===== src/rtl/sdsi_pkg.sv =====
// Shared types, constants and the arctangent table for the stick sector indexer.
`timescale 1ns / 1ps

package sdsi_pkg;

    localparam int STICK_W   = 16;
    localparam int SEG_W     = 7;
    localparam int RAD_W     = 16;
    localparam int SECTOR_W  = 6;
    localparam int ACC_W     = 32;
    localparam int CW        = 28;
    localparam int ATAN_LEN  = 24;
    localparam int CFG_IDX_W = 2;
    localparam int CFG_DATA_W = 16;

    localparam int MAX_SECTORS_DEF  = 64;
    localparam int ANGLE_BITS_DEF   = 16;
    localparam int CORDIC_STEPS_DEF = 16;

    localparam logic [SEG_W-1:0] SEGMENT_COUNT_RST    = 7'd8;
    localparam logic [RAD_W-1:0] DEAD_ZONE_RADIUS_RST = 16'd16384;

    localparam logic [ACC_W-1:0] QUARTER_TURN = 32'h4000_0000;
    localparam logic [ACC_W-1:0] HALF_TURN    = 32'h8000_0000;

    typedef enum logic [CFG_IDX_W-1:0] {
        CFG_SEGMENT_COUNT    = 2'd0,
        CFG_DEAD_ZONE_RADIUS = 2'd1
    } cfg_index_t;

    typedef struct packed {
        logic signed [STICK_W-1:0] stick_x;
        logic signed [STICK_W-1:0] stick_y;
    } sample_t;

    typedef struct packed {
        logic                selected;
        logic [SECTOR_W-1:0] sector;
    } result_t;

    // side flags carried alongside the angle through the pipeline
    typedef struct packed {
        logic pass;
        logic zero;
    } tag_t;

    // atan(2^-i) as a fraction of one turn, 2^32 = one turn
    function automatic logic [ACC_W-1:0] atan_turn(input int unsigned idx);
        logic [ACC_W-1:0] v;
        case (idx)
            0:       v = 32'd536870912;
            1:       v = 32'd316933406;
            2:       v = 32'd167458907;
            3:       v = 32'd85004756;
            4:       v = 32'd42667331;
            5:       v = 32'd21354465;
            6:       v = 32'd10679838;
            7:       v = 32'd5340245;
            8:       v = 32'd2670163;
            9:       v = 32'd1335087;
            10:      v = 32'd667544;
            11:      v = 32'd333772;
            12:      v = 32'd166886;
            13:      v = 32'd83443;
            14:      v = 32'd41722;
            15:      v = 32'd20861;
            16:      v = 32'd10430;
            17:      v = 32'd5215;
            18:      v = 32'd2608;
            19:      v = 32'd1304;
            20:      v = 32'd652;
            21:      v = 32'd326;
            22:      v = 32'd163;
            23:      v = 32'd81;
            default: v = '0;
        endcase
        return v;
    endfunction

endpackage


===== src/rtl/sdsi_cordic.sv =====
// Pipelined CORDIC in vectoring mode, one iteration per register stage.
`timescale 1ns / 1ps

module sdsi_cordic #(
    parameter int CORDIC_STEPS = sdsi_pkg::CORDIC_STEPS_DEF
) (
    input  logic                               clk,
    input  logic                               rst_n,
    input  logic                               in_valid,
    output logic                               in_ready,
    input  logic signed [sdsi_pkg::CW-1:0]     in_px,
    input  logic signed [sdsi_pkg::CW-1:0]     in_py,
    input  logic        [sdsi_pkg::ACC_W-1:0]  in_acc,
    input  sdsi_pkg::tag_t                     in_tag,
    output logic                               out_valid,
    input  logic                               out_ready,
    output logic        [sdsi_pkg::ACC_W-1:0]  out_acc,
    output sdsi_pkg::tag_t                     out_tag
);

    localparam int CW    = sdsi_pkg::CW;
    localparam int ACC_W = sdsi_pkg::ACC_W;

    logic signed [CW-1:0]    px_reg  [CORDIC_STEPS];
    logic signed [CW-1:0]    py_reg  [CORDIC_STEPS];
    logic        [ACC_W-1:0] acc_reg [CORDIC_STEPS];
    sdsi_pkg::tag_t          tag_reg [CORDIC_STEPS];
    logic [CORDIC_STEPS-1:0] v_reg;

    logic signed [CW-1:0]    cur_px  [CORDIC_STEPS+1];
    logic signed [CW-1:0]    cur_py  [CORDIC_STEPS+1];
    logic        [ACC_W-1:0] cur_acc [CORDIC_STEPS+1];
    sdsi_pkg::tag_t          cur_tag [CORDIC_STEPS+1];
    logic [CORDIC_STEPS:0]   cur_v;
    logic [CORDIC_STEPS:0]   en;

    assign cur_px[0]  = in_px;
    assign cur_py[0]  = in_py;
    assign cur_acc[0] = in_acc;
    assign cur_tag[0] = in_tag;
    assign cur_v[0]   = in_valid;
    assign en[CORDIC_STEPS] = out_ready;
    assign in_ready = en[0];

    genvar k;
    generate
        for (k = 0; k < CORDIC_STEPS; k++) begin : g_step
            logic signed [CW-1:0]    dx;
            logic signed [CW-1:0]    dy;
            logic signed [CW-1:0]    px_next;
            logic signed [CW-1:0]    py_next;
            logic        [ACC_W-1:0] acc_next;

            assign cur_px[k+1]  = px_reg[k];
            assign cur_py[k+1]  = py_reg[k];
            assign cur_acc[k+1] = acc_reg[k];
            assign cur_tag[k+1] = tag_reg[k];
            assign cur_v[k+1]   = v_reg[k];
            assign en[k] = !v_reg[k] || en[k+1];

            always_comb
            begin
                dx = cur_py[k] >>> k;
                dy = cur_px[k] >>> k;
                if (!cur_py[k][CW-1])
                begin
                    px_next  = cur_px[k] + dx;
                    py_next  = cur_py[k] - dy;
                    acc_next = cur_acc[k] + sdsi_pkg::atan_turn(k);
                end
                else
                begin
                    px_next  = cur_px[k] - dx;
                    py_next  = cur_py[k] + dy;
                    acc_next = cur_acc[k] - sdsi_pkg::atan_turn(k);
                end
            end

            always_ff @(posedge clk or negedge rst_n)
            begin
                if (!rst_n)
                begin
                    v_reg[k] <= 1'b0;
                end
                else if (en[k])
                begin
                    v_reg[k] <= cur_v[k];
                end
            end

            always_ff @(posedge clk)
            begin
                if (en[k])
                begin
                    px_reg[k]  <= px_next;
                    py_reg[k]  <= py_next;
                    acc_reg[k] <= acc_next;
                    tag_reg[k] <= cur_tag[k];
                end
            end
        end
    endgenerate

    assign out_valid = v_reg[CORDIC_STEPS-1];
    assign out_acc   = acc_reg[CORDIC_STEPS-1];
    assign out_tag   = tag_reg[CORDIC_STEPS-1];

    // x stays non-negative after the half-turn fold; a sign flip means overflow
    a_px_nonneg: assert property (@(posedge clk) disable iff (!rst_n)
        out_valid |-> !px_reg[CORDIC_STEPS-1][CW-1])
        else $error("cordic x went negative");

endmodule


===== config.mk =====
export PLATFORM = sky130hd
export DESIGN_NAME = sdsi_cordic
export DESIGN_NICKNAME = d
export VERILOG_FILES = /design/src/rtl/sdsi_pkg.sv /design/src/rtl/sdsi_cordic.sv
export SDC_FILE = /design/constraint.sdc
export NUM_CORES = 2
export LEC_CHECK = 0
export BUFFER_PORTS_ARGS = -buffer_cell sky130_fd_sc_hd__buf_2
export CORE_ASPECT_RATIO = 2
export CORE_MARGIN = 5
export CORE_UTILIZATION = 30
export CTS_CLUSTER_DIAMETER = 100
export DETAILED_ROUTE_END_ITERATION = 6
export PLACE_DENSITY = 0.47
export SLEW_MARGIN = 15
export SYNTH_ARGS = -nofsm -noshare
export SYNTH_HDL_FRONTEND = slang
export SYNTH_SLANG_ARGS = --single-unit
export TNS_END_PERCENT = 50

===== constraint.sdc =====
create_clock -name clk -period 37.3 [get_ports clk]
set_input_delay 5.595 -clock clk [delete_from_list [all_inputs] [get_ports clk]]
set_output_delay 5.595 -clock clk [all_outputs]
set_load 0.02 [all_outputs]

### After elaboration in Yosys (flattened, before gate mapping)

Memories as Yosys holds them, arrays and structs flattened.
Index checks and enable logic that the tools add are counted.

* multiplexer cells: 80
* $add $sub $neg: 95
* reduce and logical (&&, ||, !) cells: 32

Operators by type and width (number)
* $mux W28: 32
* $mux W32: 16
* $add A28 B13 Y28: 2
* $add A28 B14 Y28: 2
* $add A28 B15 Y28: 2
* $add A28 B16 Y28: 2
* $add A28 B17 Y28: 2
* $add A28 B18 Y28: 2
* $add A28 B19 Y28: 2
* $add A28 B20 Y28: 2
* $add A28 B21 Y28: 2
* $add A28 B22 Y28: 2
* $add A28 B23 Y28: 2
* $add A28 B24 Y28: 2
* $add A28 B25 Y28: 2
* $add A28 B26 Y28: 2
* $add A28 B27 Y28: 2
* $sub A28 B13 Y28: 2
* $sub A28 B14 Y28: 2
* $sub A28 B15 Y28: 2
* $sub A28 B16 Y28: 2
* $sub A28 B17 Y28: 2
* $sub A28 B18 Y28: 2
* $sub A28 B19 Y28: 2
* other kinds (45): 115

* memories: 4
* bits in writable memories: 1440
* register bits after elaboration: 16
* input bits: 94

Memories
* acc_reg: depth 16, bits a word 32, read ports 16, clocked after memory_dff 0, write ports 16, line sdsi_cordic.sv:26 `logic [ACC_W-1:0] acc_reg [CORDIC_STEPS];`
* px_reg: depth 16, bits a word 28, read ports 15, clocked after memory_dff 0, write ports 16, line sdsi_cordic.sv:24 `logic signed [CW-1:0] px_reg [CORDIC_STEPS];`
* py_reg: depth 16, bits a word 28, read ports 15, clocked after memory_dff 0, write ports 16, line sdsi_cordic.sv:25 `logic signed [CW-1:0] py_reg [CORDIC_STEPS];`
* tag_reg: depth 16, bits a word 2, read ports 16, clocked after memory_dff 0, write ports 16, line sdsi_cordic.sv:27 `sdsi_pkg::tag_t tag_reg [CORDIC_STEPS];`

### Longest topological paths before layout

* word-level depth: 19
* mapped depth: 20
* depth with buffers taken out: 20

### Worst setup path after synthesis

OpenSTA, ideal clock, no wires.

* path kind: in2out
* start: input port out_ready
* end: output port in_ready
* cell stages on the path: 9
* arrival time: 15088 ps
* buffers on the path: 0
* setup slack: 16617 ps
* data required time: 31705 ps
* path through: nor2b_1 -> and3_1 -> and3_1 -> nand4_1 -> nor2_1 -> and3_1 -> nand3_1 -> nor2_1 -> nand3_1

* cells in the longest elaborated chain, start to end: 16

RTL lines
* from (decl): line sdsi_cordic.sv:16 `input logic out_ready,`
* $logic_or A1 B1 Y1 (8 in a row): line sdsi_cordic.sv:59 `assign en[k] = !v_reg[k] || en[k+1];`
* named net en[8]: line sdsi_cordic.sv:35 `logic [CORDIC_STEPS:0] en;`
* $logic_or A1 B1 Y1 (5 in a row): line sdsi_cordic.sv:59
* named net en[3]: line sdsi_cordic.sv:35
* $logic_or A1 B1 Y1 (3 in a row): line sdsi_cordic.sv:59
* to (decl): line sdsi_cordic.sv:10 `output logic in_ready,`

The timed path passes the listed nets, and every way through them passes these cells.

### Final worst setup path

Same ends and word-level chain as after synthesis.

==> impl_metrics.csv <==
group,metric,value,unit
run_status,status,"finished clean",
cells_and_area,largest_reg_flops,512,
worst_setup_path,path_max_fanout,34,
logic_synthesis,yosysSeqAreaShare,35.9,%
global_route,grt_pass1_wl,498,mm
logic_synthesis,synthTopCellsByArea,"edfxtp_1 (36%), ha_1 (15%), xnor2_1 (8.3%)",
logic_synthesis,synth_area_per_cell,9.63,um^2
clock_tree,cts_buffers,159,
logic_synthesis,synthCells,11537,
logic_synthesis,yosysWarnings,0,
worst_setup_path,crit_family,"simple AND/OR/NAND/NOR gates",
logic_synthesis,syn_nets,13001,
drt,first_pass_iters,5,
logic_synthesis,yosysTopAreaCellShare,35.5,%
logic_synthesis,synthFlopType,"edfxtp_1",
sta,finalHoldViolCount,0,
worst_setup_path,required,31.70,ns
logic_synthesis,ys_async_sr_fraction,1.20,%
run,maxCapViolCount,0,
worst_setup_path,cp.arrival,10.05,ns
sta,tightest_slew,1.22,ns
clock_tree,cts.repair.resized,0,
drt,wl_per_cell,19.7,um
drt,drtIter0Drc,2773,
clock_tree,clk_path_buf_depth,4,
worst_setup_path,r2r_slack,31.23,ns
clock_tree,cts_tree,"yes",
placement,dp_hpwl,280,mm
floorplan,core_area,370000,um^2
placement,portBuffers,129,
global_route,grt_pass1_vias,89094,
sta,drv_slew,0,
logic_synthesis,netlist_area,111000,um^2
logic_synthesis,synth.most_common_cell,"ha_1",
sta,finalCritPeriodShare,41.9,%
floorplan,die_h,870,um
sta,fmax,0.0639,GHz
floorplan,initial_core_util,30.0,%
drt,vias,84564,
cells_and_area,multi_input_area,68400,um^2
drt,via_per_inst,5.04,
floorplan,ioPinCount,130,
drt,drc,0,
sta,fin_tns_setup,0,ns
drt,ant_nets,0,
logic_synthesis,synth-seq-cells,1330,
sta,period_needed,15.64,ns
floorplan,die-width,440,um
clock_tree,clock-root-buffer,"clkbuf_16",
clock_tree,h-tree-depth,4,
worst_setup_path,cp_cell_sequence,"buf_2 > nor2b_1 > and3_1 > and3_1 > nand4_1 > buf_4 > nor2_1 > and3_1 > nand3_4 > nor2_1 > nand3_4 > buf_2",
drt,totalWireLength,330,mm
logic_synthesis,synth_commonest_cells,"ha_1 (1326), edfxtp_1 (1314), a21oi_1 (1237)",
global_route,antenna_found_initial,4,
sta,rsz0062_at_grt,"false",
clock_tree,clkTransAtPathRegs,0.06,ns
placement,dp_slack,21.54,ns
clock_tree,clock-sinks,1330,
worst_setup_path,start_kind,"primary input",
floorplan,die_area,383000,um^2
cells_and_area,drive_gt1_share,5.18,%
worst_setup_path,crit_type,"in2out",
sta,finalSetupViolCount,0,
sta,maxSlewHeadroom,18.3,%
worst_setup_path,slowest_stage,"nor2_1",
logic_synthesis,synth_edf_count,1314,
sta,setup_ws,21.66,ns
clock_tree,clkLatencyLatePin,0.88,ns
clock_tree,hold_buffers,0,
worst_setup_path,crit_top_cell,"and3_1",
cells_and_area,regArea,39900,um^2
global_route,grt_usage,16.8,%
placement,gp_congestion,0.964,
sta,finClkSkew,0.104,ns
hold_path,hold_path_class,"reg2reg",
worst_setup_path,cp_num_buf_inv,3,
clock_tree,postCtsSetupBuffers,0,
logic_synthesis,synth_cell_type_count,101,
global_route,grt_max_degree,84,
logic_synthesis,yosysTopAreaCell,"edfxtp_1",
global_route,grt.overflow.total,0,
worst_setup_path,end_kind,"output port",
cells_and_area,nNetsFinal,13203,
floorplan,core.rowCount,316,
worst_setup_path,slowest_delay,0.66,ns
cells_and_area,syn_to_final_growth,10.7,%
cells_and_area,fill_cells,38102,
worst paths after layout:
check	startpoint	to	depth (start not counted)
min	tag_reg[0][0]	tag_reg[0][2]	0
max	out_ready	in_ready	12
max in group asynchronous	rst_n	cur_v[1]	1
max reg2reg	px_reg[0][178]	py_reg[0][223]	15
min in group asynchronous	rst_n	out_valid	1
min reg2reg	tag_reg[0][0]	tag_reg[0][2]	0
per-layer routing:
layer / GRT usage [%] / part of all wire [%] / up-vias
met5: 0 / 0.0048 / -
met4: 13.2 / 9.6 / 2
met3: 1.57 / 2.1 / 933
met2: 38.3 / 63 / 1379
met1: 10.9 / 26 / 39255
li1: - / - / 42995
placed cells by master (no fill, tap or decap), types with 47 or more instances in the layout:
cell	instances
a211oi_1	88
a21o_1	457
a21oi_1	1237
a31oi_1	103
and2_1	63
and3_1	98
buf_2	129
buf_4	100
clkbuf_16	162
edfxtp_1	1314
ha_1	1326
inv_1	550
nand2_1	527
nand2b_1	163
nand3_1	176
nand4_1	81
nor2_1	1109
nor2b_1	171
nor3_1	299
nor4_1	86
o211ai_1	76
o21a_1	231
o21ai_0	538
o21bai_1	168
o31ai_1	55
o41ai_1	47
or3_1	80
xnor2_1	1053
xor2_1	509
kinds of logic after synthesis:
family / synth area share (%)
AOI/OAI and AO/OA: 19.6
adders and majority gates: 15.7
DFF: 35.9
buffers and inverters: 2.65
xor gates and xnor gates: 12.3
muxes: 0.640
and+or+nand+nor: 13.2
final cells by class:
cell class	count	share of cell area [%]
clock inverter	82	0.646
sequential	1330	32.4
tap	4929	5.02
timing repair buffer	230	1.15
clock buffer	190	3.41
inverter	560	1.71
antenna	3	0.00611
multi-input combinational	9458	55.6
stage by stage:
step	utilization [%]	cell area, um^2	instances	hold slack (ns)
global route	33.3	123000	16782	0.393
CTS	33.3	123000	16779	0.386
global placement	31.9	118000	16507	0.404
detailed placement	31.9	118000	16507	0.407
floorplan	-	111000	11537	0.400
finish	33.3	123000	16782	0.393
Power is left out: the tool's default activity adds up to more than one toggle a clock period on the data nets, which glitch-free logic cannot reach.
