===== src/rtl/sdsi_pkg.sv =====
// Shared types, constants and the arctangent table for the stick sector indexer.
`timescale 1ns / 1ps

package sdsi_pkg;

    localparam int STICK_W   = 16;
    localparam int SEG_W     = 7;
    localparam int RAD_W     = 16;
    localparam int SECTOR_W  = 6;
    localparam int ACC_W     = 32;
    localparam int CW        = 28;
    localparam int ATAN_LEN  = 24;
    localparam int CFG_IDX_W = 2;
    localparam int CFG_DATA_W = 16;

    localparam int MAX_SECTORS_DEF  = 64;
    localparam int ANGLE_BITS_DEF   = 16;
    localparam int CORDIC_STEPS_DEF = 16;

    localparam logic [SEG_W-1:0] SEGMENT_COUNT_RST    = 7'd8;
    localparam logic [RAD_W-1:0] DEAD_ZONE_RADIUS_RST = 16'd16384;

    localparam logic [ACC_W-1:0] QUARTER_TURN = 32'h4000_0000;
    localparam logic [ACC_W-1:0] HALF_TURN    = 32'h8000_0000;

    typedef enum logic [CFG_IDX_W-1:0] {
        CFG_SEGMENT_COUNT    = 2'd0,
        CFG_DEAD_ZONE_RADIUS = 2'd1
    } cfg_index_t;

    typedef struct packed {
        logic signed [STICK_W-1:0] stick_x;
        logic signed [STICK_W-1:0] stick_y;
    } sample_t;

    typedef struct packed {
        logic                selected;
        logic [SECTOR_W-1:0] sector;
    } result_t;

    // side flags carried alongside the angle through the pipeline
    typedef struct packed {
        logic pass;
        logic zero;
    } tag_t;

    // atan(2^-i) as a fraction of one turn, 2^32 = one turn
    function automatic logic [ACC_W-1:0] atan_turn(input int unsigned idx);
        logic [ACC_W-1:0] v;
        case (idx)
            0:       v = 32'd536870912;
            1:       v = 32'd316933406;
            2:       v = 32'd167458907;
            3:       v = 32'd85004756;
            4:       v = 32'd42667331;
            5:       v = 32'd21354465;
            6:       v = 32'd10679838;
            7:       v = 32'd5340245;
            8:       v = 32'd2670163;
            9:       v = 32'd1335087;
            10:      v = 32'd667544;
            11:      v = 32'd333772;
            12:      v = 32'd166886;
            13:      v = 32'd83443;
            14:      v = 32'd41722;
            15:      v = 32'd20861;
            16:      v = 32'd10430;
            17:      v = 32'd5215;
            18:      v = 32'd2608;
            19:      v = 32'd1304;
            20:      v = 32'd652;
            21:      v = 32'd326;
            22:      v = 32'd163;
            23:      v = 32'd81;
            default: v = '0;
        endcase
        return v;
    endfunction

endpackage


===== src/rtl/sdsi_sector.sv =====
// Angle rounding, scaling by the sector count and wrap to the sector index.
`timescale 1ns / 1ps

module sdsi_sector #(
    parameter int MAX_SECTORS = sdsi_pkg::MAX_SECTORS_DEF,
    parameter int ANGLE_BITS  = sdsi_pkg::ANGLE_BITS_DEF
) (
    input  logic                               clk,
    input  logic                               rst_n,
    input  logic [sdsi_pkg::SEG_W-1:0]         segment_count,
    input  logic                               in_valid,
    output logic                               in_ready,
    input  logic [sdsi_pkg::ACC_W-1:0]         in_acc,
    input  sdsi_pkg::tag_t                     in_tag,
    output logic                               out_valid,
    input  logic                               out_ready,
    output sdsi_pkg::result_t                  out_result
);

    localparam int SEG_W = sdsi_pkg::SEG_W;
    localparam int ACC_W = sdsi_pkg::ACC_W;
    localparam int PW    = ANGLE_BITS + SEG_W;
    localparam logic [ACC_W-1:0] ROUND = ACC_W'(1) << (31 - ANGLE_BITS);
    localparam logic [PW-1:0]    HALF  = PW'(1) << (ANGLE_BITS - 1);

    logic en1, en2, en3;
    logic v1_reg, v2_reg, v3_reg;

    // stage 1: rounded turn fraction, clamped sector count
    logic [ACC_W-1:0]      acc_sel;
    logic [ACC_W-1:0]      turn_sum;
    logic [ANGLE_BITS-1:0] u_next;
    logic [SEG_W-1:0]      n_next;
    logic [ANGLE_BITS-1:0] u1_reg;
    logic [SEG_W-1:0]      n1_reg;
    logic                  pass1_reg;

    // stage 2: product
    logic [PW-1:0]    prod_next;
    logic [PW-1:0]    prod2_reg;
    logic [SEG_W-1:0] n2_reg;
    logic             pass2_reg;

    // stage 3: round, wrap, output word
    logic [PW-1:0]     q_sum;
    logic [SEG_W-1:0]  q;
    logic [SEG_W-1:0]  sec;
    sdsi_pkg::result_t result_next;
    sdsi_pkg::result_t result_reg;

    assign en3 = !v3_reg || out_ready;
    assign en2 = !v2_reg || en3;
    assign en1 = !v1_reg || en2;
    assign in_ready = en1;

    always_comb
    begin
        acc_sel  = in_tag.zero ? '0 : in_acc;
        turn_sum = acc_sel + sdsi_pkg::QUARTER_TURN + ROUND;
        u_next   = turn_sum[ACC_W-1 -: ANGLE_BITS];
        n_next   = (int'(segment_count) > MAX_SECTORS) ? SEG_W'(MAX_SECTORS) : segment_count;
    end

    assign prod_next = PW'(u1_reg) * PW'(n1_reg);

    always_comb
    begin
        q_sum = prod2_reg + HALF;
        q     = q_sum[PW-1 -: SEG_W];
        sec   = (q == n2_reg) ? '0 : q;
        result_next.selected = pass2_reg && (n2_reg != '0);
        result_next.sector   = result_next.selected ? sec[sdsi_pkg::SECTOR_W-1:0] : '0;
    end

    always_ff @(posedge clk or negedge rst_n)
    begin
        if (!rst_n)
        begin
            v1_reg <= 1'b0;
            v2_reg <= 1'b0;
            v3_reg <= 1'b0;
        end
        else
        begin
            if (en1)
            begin
                v1_reg <= in_valid;
            end
            if (en2)
            begin
                v2_reg <= v1_reg;
            end
            if (en3)
            begin
                v3_reg <= v2_reg;
            end
        end
    end

    always_ff @(posedge clk)
    begin
        if (en1)
        begin
            u1_reg    <= u_next;
            n1_reg    <= n_next;
            pass1_reg <= in_tag.pass;
        end
        if (en2)
        begin
            prod2_reg <= prod_next;
            n2_reg    <= n1_reg;
            pass2_reg <= pass1_reg;
        end
        if (en3)
        begin
            result_reg <= result_next;
        end
    end

    assign out_valid  = v3_reg;
    assign out_result = result_reg;

    a_q_range: assert property (@(posedge clk) disable iff (!rst_n)
        v2_reg |-> (q <= n2_reg))
        else $error("rounded sector above sector count");

endmodule


===== config.mk =====
export PLATFORM = sky130hd
export DESIGN_NAME = sdsi_sector
export DESIGN_NICKNAME = d
export VERILOG_FILES = /design/src/rtl/sdsi_pkg.sv /design/src/rtl/sdsi_sector.sv
export SDC_FILE = /design/constraint.sdc
export NUM_CORES = 1
export LEC_CHECK = 0
export CAP_MARGIN = 5
export CORE_ASPECT_RATIO = 0.9
export CORE_MARGIN = 4
export CORE_UTILIZATION = 35
export CTS_BUF_LIST = sky130_fd_sc_hd__clkbuf_8
export DETAILED_ROUTE_END_ITERATION = 12
export DONT_BUFFER_PORTS = 1
export PLACE_DENSITY = 0.45
export SLEW_MARGIN = 20
export SYNTH_ARGS = -nofsm -noshare
export SYNTH_HDL_FRONTEND = slang
export SYNTH_SLANG_ARGS = --single-unit
export TNS_END_PERCENT = 1

===== constraint.sdc =====
create_clock -name clk -period 7.9 [get_ports clk]
set_clock_uncertainty 0.2 [all_clocks]
set_input_delay 1.58 -clock clk [delete_from_list [all_inputs] [get_ports clk]]
set_output_delay 1.58 -clock clk [all_outputs]
set_load 0.01 [all_outputs]

# Word-level counts from Yosys, hierarchy flattened

Cells that the tools add are included.

Bits in registers: 65

Order comparisons: 1
$add $sub $neg: 3
Bitwise gates (word level): 1
Reduce and logical (&&, ||, !) cells: 9
Equal/unequal tests: 1
Muxes and demuxes: 1
$mul: 1

Operators with widths:

| kind                                            | count |
|---|---|
| adder 32 x 16 -> 32 bit (second input constant) | 1 |
| adder 32 x 31 -> 32 bit (second input constant) | 1 |
| 2-to-1 mux 32 bit                               | 1 |
| adder 23 x 16 -> 23 bit (second input constant) | 1 |
| multiplier 16 x 7 -> 23 bit                     | 1 |
| equality test 7 bit                             | 1 |
| > comparator 7 bit (second input constant)      | 1 |
| nonzero test 7 bit                              | 1 |
| zero test 1 bit                                 | 3 |
| logical OR 1 bit                                | 3 |
| OR reduction 2 bit                              | 1 |
| logical AND 1 bit                               | 1 |
| inverter 1 bit                                  | 1 |

# Logic depth before layout (Yosys ltp)

Gate-level depths: netlist of run 1.

Depth after elaboration: 4
Mapped depth: 17
Gate-level depth less buffers: 16

# Least setup slack after synthesis of run 1

OpenSTA, ideal clock, no wires.

Kind: reg2reg
Start: register n1_reg[6]
End: register prod2_reg[22], data pin
Clock period less this slack: 4916 ps
Arrival: 4454 ps
Required time: 7438 ps
Setup slack: 2984 ps
Cell stages (with the launch flop): 16
Path through: edfxtp_1 clkbuf_1 and2_1 fa_1 fa_1 fa_1 inv_1 fa_1 inv_1 ha_1 a2111oi_2 o21ai_1 a31o_1 a211oi_4 o211ai_1 nor3b_2

Longest elaborated chain between the ends: 1

Ends and longest elaborated chain:

| what                        | RTL line           | source |
|---|---|---|
| from (decl)                 | sdsi_sector.sv:35  | `logic [SEG_W-1:0] n1_reg;` |
| from (signal assigned)      | sdsi_sector.sv:105 | `n1_reg <= n_next;` |
| multiplier 16 x 7 -> 23 bit | sdsi_sector.sv:64  | `assign prod_next = PW'(u1_reg) * PW'(n1_reg);` |
| named net prod_next[22]     | sdsi_sector.sv:39  | `logic [PW-1:0] prod_next;` |
| to (signal assigned)        | sdsi_sector.sv:110 | `prod2_reg <= prod_next;` |
| to (decl)                   | sdsi_sector.sv:40  | `logic [PW-1:0] prod2_reg;` |

The timed path passes the listed nets, and every way through them passes these cells.
A chain may end at the register's enable or synchronous reset.

# Final worst setup path of run 1

Start: register n1_reg[6]
End: register prod2_reg[19], data pin

The elaborated chain is that of the path after synthesis.

==> results.yml, run 1 <==
outcome:
  status: "completed"
pwr:
  p_sw_w: 0.000470
  leakagePower_nw: 2.58
  clkPwrFrac_pct: 13.5
  p_int_w: 0.000658
  p_sw_share_pct: 41.7
  max-vdd-ir-drop_v: 0.0000840
  cellPowerDensity_mw_per_mm2: 197
  comb_power_share_pct: 48.8
  seqPwrFrac_pct: 37.7
synthesis:
  yosysTopAreaCell: "edfxtp_1"
  synth_flop_cell: "edfxtp_1"
  netlist-cell-type-count: 50
  ys_ff_latch: 50
  avgSynthCellArea_um2: 10.3
  synth_area_mm2: 0.00543
  synth-edff-count: 47
  syn_inst: 525
  synth_area_leaders: "edfxtp_1 26%, fa_1 25%, and2_1 10%"
  synth_nets: 679
  synth_top_cell_area_share_pct: 26.0
  ys_async_sr_fraction_pct: 6.00
  synth.yosys.seq_area_share_pct: 27.4
  yosys_warnings: 0
drt:
  post-route-drc-count: 0
  vias: 3450
  routedWlPerCell_um: 14.7
  drt-vias-per-instance: 4.79
  initialDrtViolationCount: 133
  first_pass_iters: 6
  ant_nets: 0
  wl_um: 10600
floorplan:
  die_w_um: 139
  io_pins: 54
  core_mm2: 0.0150
  dieArea_mm2: 0.0176
  fp.dieH_um: 126
  start_util_pct: 36.3
  rows: 42
finish:
  largest_register_ffs: 16
  antenna_cells: 0
  n_fill_cell: 1484
  fin_nets: 676
  layout-drive-gt1-share_pct: 3.06
  area_growth_pct: 5.57
  final_util_pct: 38.3
sta:
  fmax_mhz: 190
  min_period_ns: 5.28
  hold_viol: 0
  slew_violations: 0
  finalCritPeriodShare_pct: 66.8
  rsz0062_at_grt: "no"
  setup_violations: 0
  tightest_slew_ns: 0.790
  finalSetupTns_ns: 0
  slew_headroom_pct: 47.2
clock_network:
  numClockSinks: 50
  cts_buffers: 5
  htreeDepth: 2
  cts_setup_buffers: 0
  path_clk_slew_ns: 0.10
  clk-insertion-delay-late_ns: 0.32
  cts_root_buffer: "clkbuf_8"
  tritoncts: "built"
  cts_hold_buf: 0
  cts_resized: 0
  cts_buffer_depth: 2
global_routing:
  grt_pass1_wl_um: 18500
  first_global_vias: 3818
  antenna_found_initial: 0
  grt_max_degree: 26
  grt_use_total_pct: 12.8
  grt_remaining_overflow: 0
setup_path:
  cp.required_ns: 7.80
  cp-start-kind: "register"
  critPathMaxFanout: 17
  cp-end-kind: "register"
  critPathKind: "register to register"
  worst-endpoint-arrival_ns: 5.18
placed_design:
  port_buffers: 0
  hpwl_um: 8650
  gp_congestion: 0.794
flow_run:
  cap_violations: 0
worst_hold_path:
  hp-class: "register to register"
## worst paths after layout
kind / startpoint / end / slack [ns] / cells after the start
hold / removal: pass1_reg / pass2_reg / 0.23 / 0
hold reg to reg: pass1_reg / pass2_reg / 0.23 / 0
max in group asynchronous: rst_n / out_valid / 6.70 / 0
min in group asynchronous: rst_n / v1_reg / 0.74 / 0
setup / recovery: n1_reg[6] / prod2_reg[19] / 2.62 / 16
setup reg to reg: n1_reg[6] / prod2_reg[19] / 2.62 / 16
## final cells by class
class | count | area, um^2 | share of cell area, %
clock buffer | 5 | 68.8 | 1.20
clock inverter | 3 | 21.3 | 0.371
inverter | 75 | 282 | 4.91
multi-input combinational | 389 | 3620 | 63.1
sequential | 50 | 1490 | 25.9
tap | 198 | 248 | 4.32
timing repair buffer | 1 | 7.51 | 0.131
## cells in the final DEF (no fill, tap or decap), types with 2 or more instances in the layout
master    Yosys  layout
and2_1       87      87
inv_1        75      75
fa_1         68      68
edfxtp_1     47      47
ha_1         41      41
nand2_1      34      34
nor2_1       22      22
xor2_1       19      19
nand3_1      14      14
a21oi_1      13      13
xnor2_1      12      12
nor2b_1      11      11
nand2b_1      8       8
nand4_1       7       7
o21ai_0       5       5
o21ai_1       5       5
clkbuf_8      0       5
and3_1        4       4
nor3_1        4       4
a211oi_1      3       3
dfrtp_1       3       3
a21o_1        2       2
o211ai_1      2       2
nor3b_2       2       2
nand3b_1      2       2
## logic make-up after synthesis
logic type / after synthesis / synth area share, %
DFF: 50 / 27.4
adders and majority gates: 109 / 34.5
buffers and inverters: 86 / 5.97
xor gates and xnor gates: 31 / 5.00
AOI/OAI and AO/OA: 46 / 6.15
muxes: 1 / 0.184
and+or+nand+nor: 202 / 20.8
## per-layer routing
metal  wire, um  GRT usage [%]  up-vias  part of all wire [%]
met1       5180           17.5     1670                    49
li1           -              -     1704                     -
met4        136           2.82        0                   1.3
met2       4880           21.2       63                    46
met5          0              0        -                     0
met3        423           2.65       13                   4.0
## power by group through the flow
stage          logic [W]  clock network (W)  registers [W]
6_report        0.000551           0.000152       0.000425
5_1_grt         0.000657           0.000170       0.000434
4_1_cts         0.000564           0.000159       0.000427
3_5_place_dp    0.000559                  0       0.000433
3_3_place_gp    0.000557                  0       0.000432
2_1_floorplan   0.000464                  0       0.000397
## through the flow
step | instances | hold WS (ns) | worst slack [ns] | instance area, um^2 | total power (W)
floorplan | 525 | 0.200 | 2.98 | 5430 | 0.000861
global placement | 713 | 0.201 | 2.59 | 5640 | 0.000988
detailed placement | 713 | 0.206 | 2.61 | 5640 | 0.000992
CTS | 721 | 0.230 | 2.57 | 5730 | 0.00115
global route | 721 | 0.235 | 2.31 | 5730 | 0.00126
finish | 721 | 0.229 | 2.62 | 5730 | 0.00113
## synthesized netlist by cell type (all sizes together), types with 2 or more instances
cell type,number
o21ai,11
inv,75
a21o,2
xor2,19
and2,87
nand3b,2
a21oi,13
nor2,22
a2111oi,2
nand3,14
o211ai,2
nand2,34
xnor2,12
nor2b,11
nand4,7
nor3,4
a211oi,4
dfrtp,3
nand2b,8
and3,4
edfxtp,47
nor3b,3
nor4,2
ha,41
fa,68
clkbuf,10
## worst max-delay path: stages (launching register included)
cell and delay, ns:
edfxtp_1 0.67, and2_1 0.27, fa_1 0.53, inv_1 0.05
fa_1 0.52, inv_1 0.05, fa_1 0.53, inv_1 0.06
fa_1 0.53, inv_1 0.04, ha_1 0.37, a21oi_1 0.27
o211ai_1 0.19, nor2_1 0.14, a21oi_1 0.12, o2111a_1 0.25
a2111oi_1 0.26
(Power assumes the default switching activity.)
==> run 2: changes to the inputs <==
Settings changed: ABC_AREA set to 1, PLACE_DENSITY 0.45 to 0.47.
Clock period 7.9 ns to 4.75 ns, I/O delays scaled along.
==> run 2 against run 1 <==
  * Design area up 18%
  * Wire length grew 24%
  * Hold slack got worse by 0.13 ns
  * Sequential share of layout area decreased by 3.9 points
  * Critical path type unchanged
  * Combinational power increased by 130%
  * Largest power group unchanged
  * Non-clock buffer count grew 25
==> results.yml, run 2 <==
outcome:
  status: "completed"
floorplan:
  core_mm2: 0.0171
  io_pins: 54
  rows: 45
  start_util_pct: 36.0
  fp.dieH_um: 134
  die_w_um: 148
  dieArea_mm2: 0.0197
setup_path:
  critPathMaxFanout: 5
  worst-endpoint-arrival_ns: 4.41
  critPathKind: "register to register"
  cp.required_ns: 4.64
  cp-end-kind: "register"
  cp-start-kind: "register"
drt:
  wl_um: 13200
  post-route-drc-count: 0
  ant_nets: 0
  drt-vias-per-instance: 4.49
  routedWlPerCell_um: 12.6
  vias: 4691
  initialDrtViolationCount: 191
  first_pass_iters: 5
global_routing:
  antenna_found_initial: 0
  grt_use_total_pct: 14.4
  grt_max_degree: 26
  grt_remaining_overflow: 0
  first_global_vias: 4893
  grt_pass1_wl_um: 23100
synthesis:
  yosys_warnings: 0
  avgSynthCellArea_um2: 7.76
  synthAdderAreaFrac_pct: 30.5
  synth_nets: 946
  synth_area_mm2: 0.00615
  ys_ff_latch: 50
  synth_compound_area_share_pct: 4.30
  synth-edff-count: 47
  synth_area_leaders: "edfxtp_1 23%, fa_1 22%, inv_1 13%"
  ys_async_sr_fraction_pct: 6.00
  synth.most_common_cell: "inv_1"
  synthMuxAreaShare_pct: 0
  synth.yosys.seq_area_share_pct: 24.2
  netlist-cell-type-count: 41
  synth_top_cell_area_share_pct: 23.0
  synth_top_family_by_area: "adder cells"
  synth_flop_cell: "edfxtp_1"
  yosysTopAreaCell: "edfxtp_1"
  ys_top_cells_by_count: "217 x inv_1, 215 x nand2_1, 68 x fa_1, 50 x nor2_1, 47 x edfxtp_1"
  syn_inst: 792
  synth_xor_area_share_pct: 2.57
  synthSimpleGateAreaFrac_pct: 23.4
sta:
  hold_ws_ns: 0.102
  setup_violations: 0
  fin_ws_ns: 0.227
  min_period_ns: 4.52
  hold_viol: 0
  slew_violations: 0
  rsz0062_at_grt: "yes"
  slew_headroom_pct: 56.7
  fmax_mhz: 221
  tightest_slew_ns: 0.649
  finalCritPeriodShare_pct: 95.2
clock_network:
  path_clk_slew_ns: 0.10
  tritoncts: "built"
  cts_root_buffer: "clkbuf_8"
  cts_buffers: 5
  cts_buffer_depth: 2
  clk-insertion-delay-late_ns: 0.33
  htreeDepth: 2
  cts_hold_buf: 0
  numClockSinks: 50
finish:
  final_common_cell: "inv_1"
  largest_register_ffs: 16
  antenna_cells: 0
  fin_nets: 962
  mostFrequentLayoutCells: "217 x inv_1, 214 x nand2_1, 68 x fa_1"
  area_growth_pct: 9.89
  layout-drive-gt1-share_pct: 8.65
placed_design:
  port_buffers: 0
  gp_congestion: 0.834
  place_ws_ns: 0.0752
  hpwl_um: 11500
worst_hold_path:
  hp-class: "input pin to async pin"
flow_run:
  cap_violations: 0
pwr:
  cellPowerDensity_mw_per_mm2: 334
  leakagePower_nw: 3.91
  max-vdd-ir-drop_v: 0.000119
-- run 2: cell count changes in the layout (fill, tap and decap cells not counted), sizes merged, moves of 12 or more --
| cell | change |
|---|---|
| buf | +25 |
| and2 | -87 |
| nand3 | +12 |
| nor2 | +35 |
| inv | +145 |
| nand2 | +189 |
-- run 2: cell families (layout without fill, tap and decap cells) --
logic type	count (synthesis)	count (layout)
buffers and inverters	238	255
DFF	50	50
and+or+nand+nor	331	331
xor gates and xnor gates	18	18
adders and majority gates	109	109
AOI/OAI and AO/OA	46	46
-- run 2: layout make-up --
class / instances / area (um^2)
Fill cell: 1745 / 10300
Sequential cell: 50 / 1490
Clock inverter: 3 / 45.0
Timing Repair Buffer: 26 / 245
Tap cell: 235 / 294
Multi-Input combinational cell: 504 / 3780
Inverter: 221 / 836
Clock buffer: 5 / 68.8
-- run 2: metrics by stage --
stage	setup TNS, ns	cells	util (%)	cell area, um^2	power, W
floorplan	0	792	-	6150	0.00157
global placement	0	1031	38.4	6550	0.00191
detailed placement	0	1031	38.4	6550	0.00192
CTS	0	1039	39.0	6660	0.00225
global route	-0.0645	1044	39.6	6750	0.00254
finish	0	1044	39.6	6750	0.00226
-- run 2: path summary, 6_finish.rpt --
check | startpoint | end | slack, ns | cells after the start
worst max register to register | u1_reg[11] | prod2_reg[20] | 0.23 | 17
max in group asynchronous | rst_n | v2_reg | 4.18 | 0
worst min-delay path | rst_n | v1_reg | 0.10 | 0
worst max-delay path | u1_reg[11] | prod2_reg[20] | 0.23 | 17
worst min register to register | pass1_reg | pass2_reg | 0.23 | 0
min in group clk | pass1_reg | pass2_reg | 0.23 | 0
-- run 2: routing by layer --
metal / track usage, % / share of wire (%) / up-vias
met5: 0 / 0 / -
met4: 2.74 / 0.74 / 0
met3: 2.93 / 4.0 / 6
met2: 23.1 / 46 / 74
met1: 20.3 / 50 / 2227
li1: - / - / 2384
-- run 2: repair_timing --
action / in CTS / in global routing
setup buffers: 0 / 5
hold endpoints to repair: 0 / 0
resized for setup: 0 / 16
endpoints found under the setup margin: 0 / 8
-- run 2: report_power, final --
part           switching (W)  leakage (nW)  internal (W)
clock network       0.000158        0.0504      0.000157
logic               0.000777          3.32      0.000488
registers          0.0000821         0.534      0.000595
total                0.00102          3.91       0.00124
-- run 2: critical path, cell delays in order, from the launching register on --
cell,delay (ns)
edfxtp_1,0.49
nand2_1,0.11
inv_1,0.05
fa_1,0.48
inv_1,0.06
fa_1,0.53
inv_1,0.06
fa_1,0.53
inv_1,0.05
fa_1,0.53
inv_1,0.04
ha_1,0.34
a21oi_1,0.23
o21ai_0,0.15
a21oi_1,0.21
nand3_1,0.10
nand2_1,0.07
nand2_1,0.06
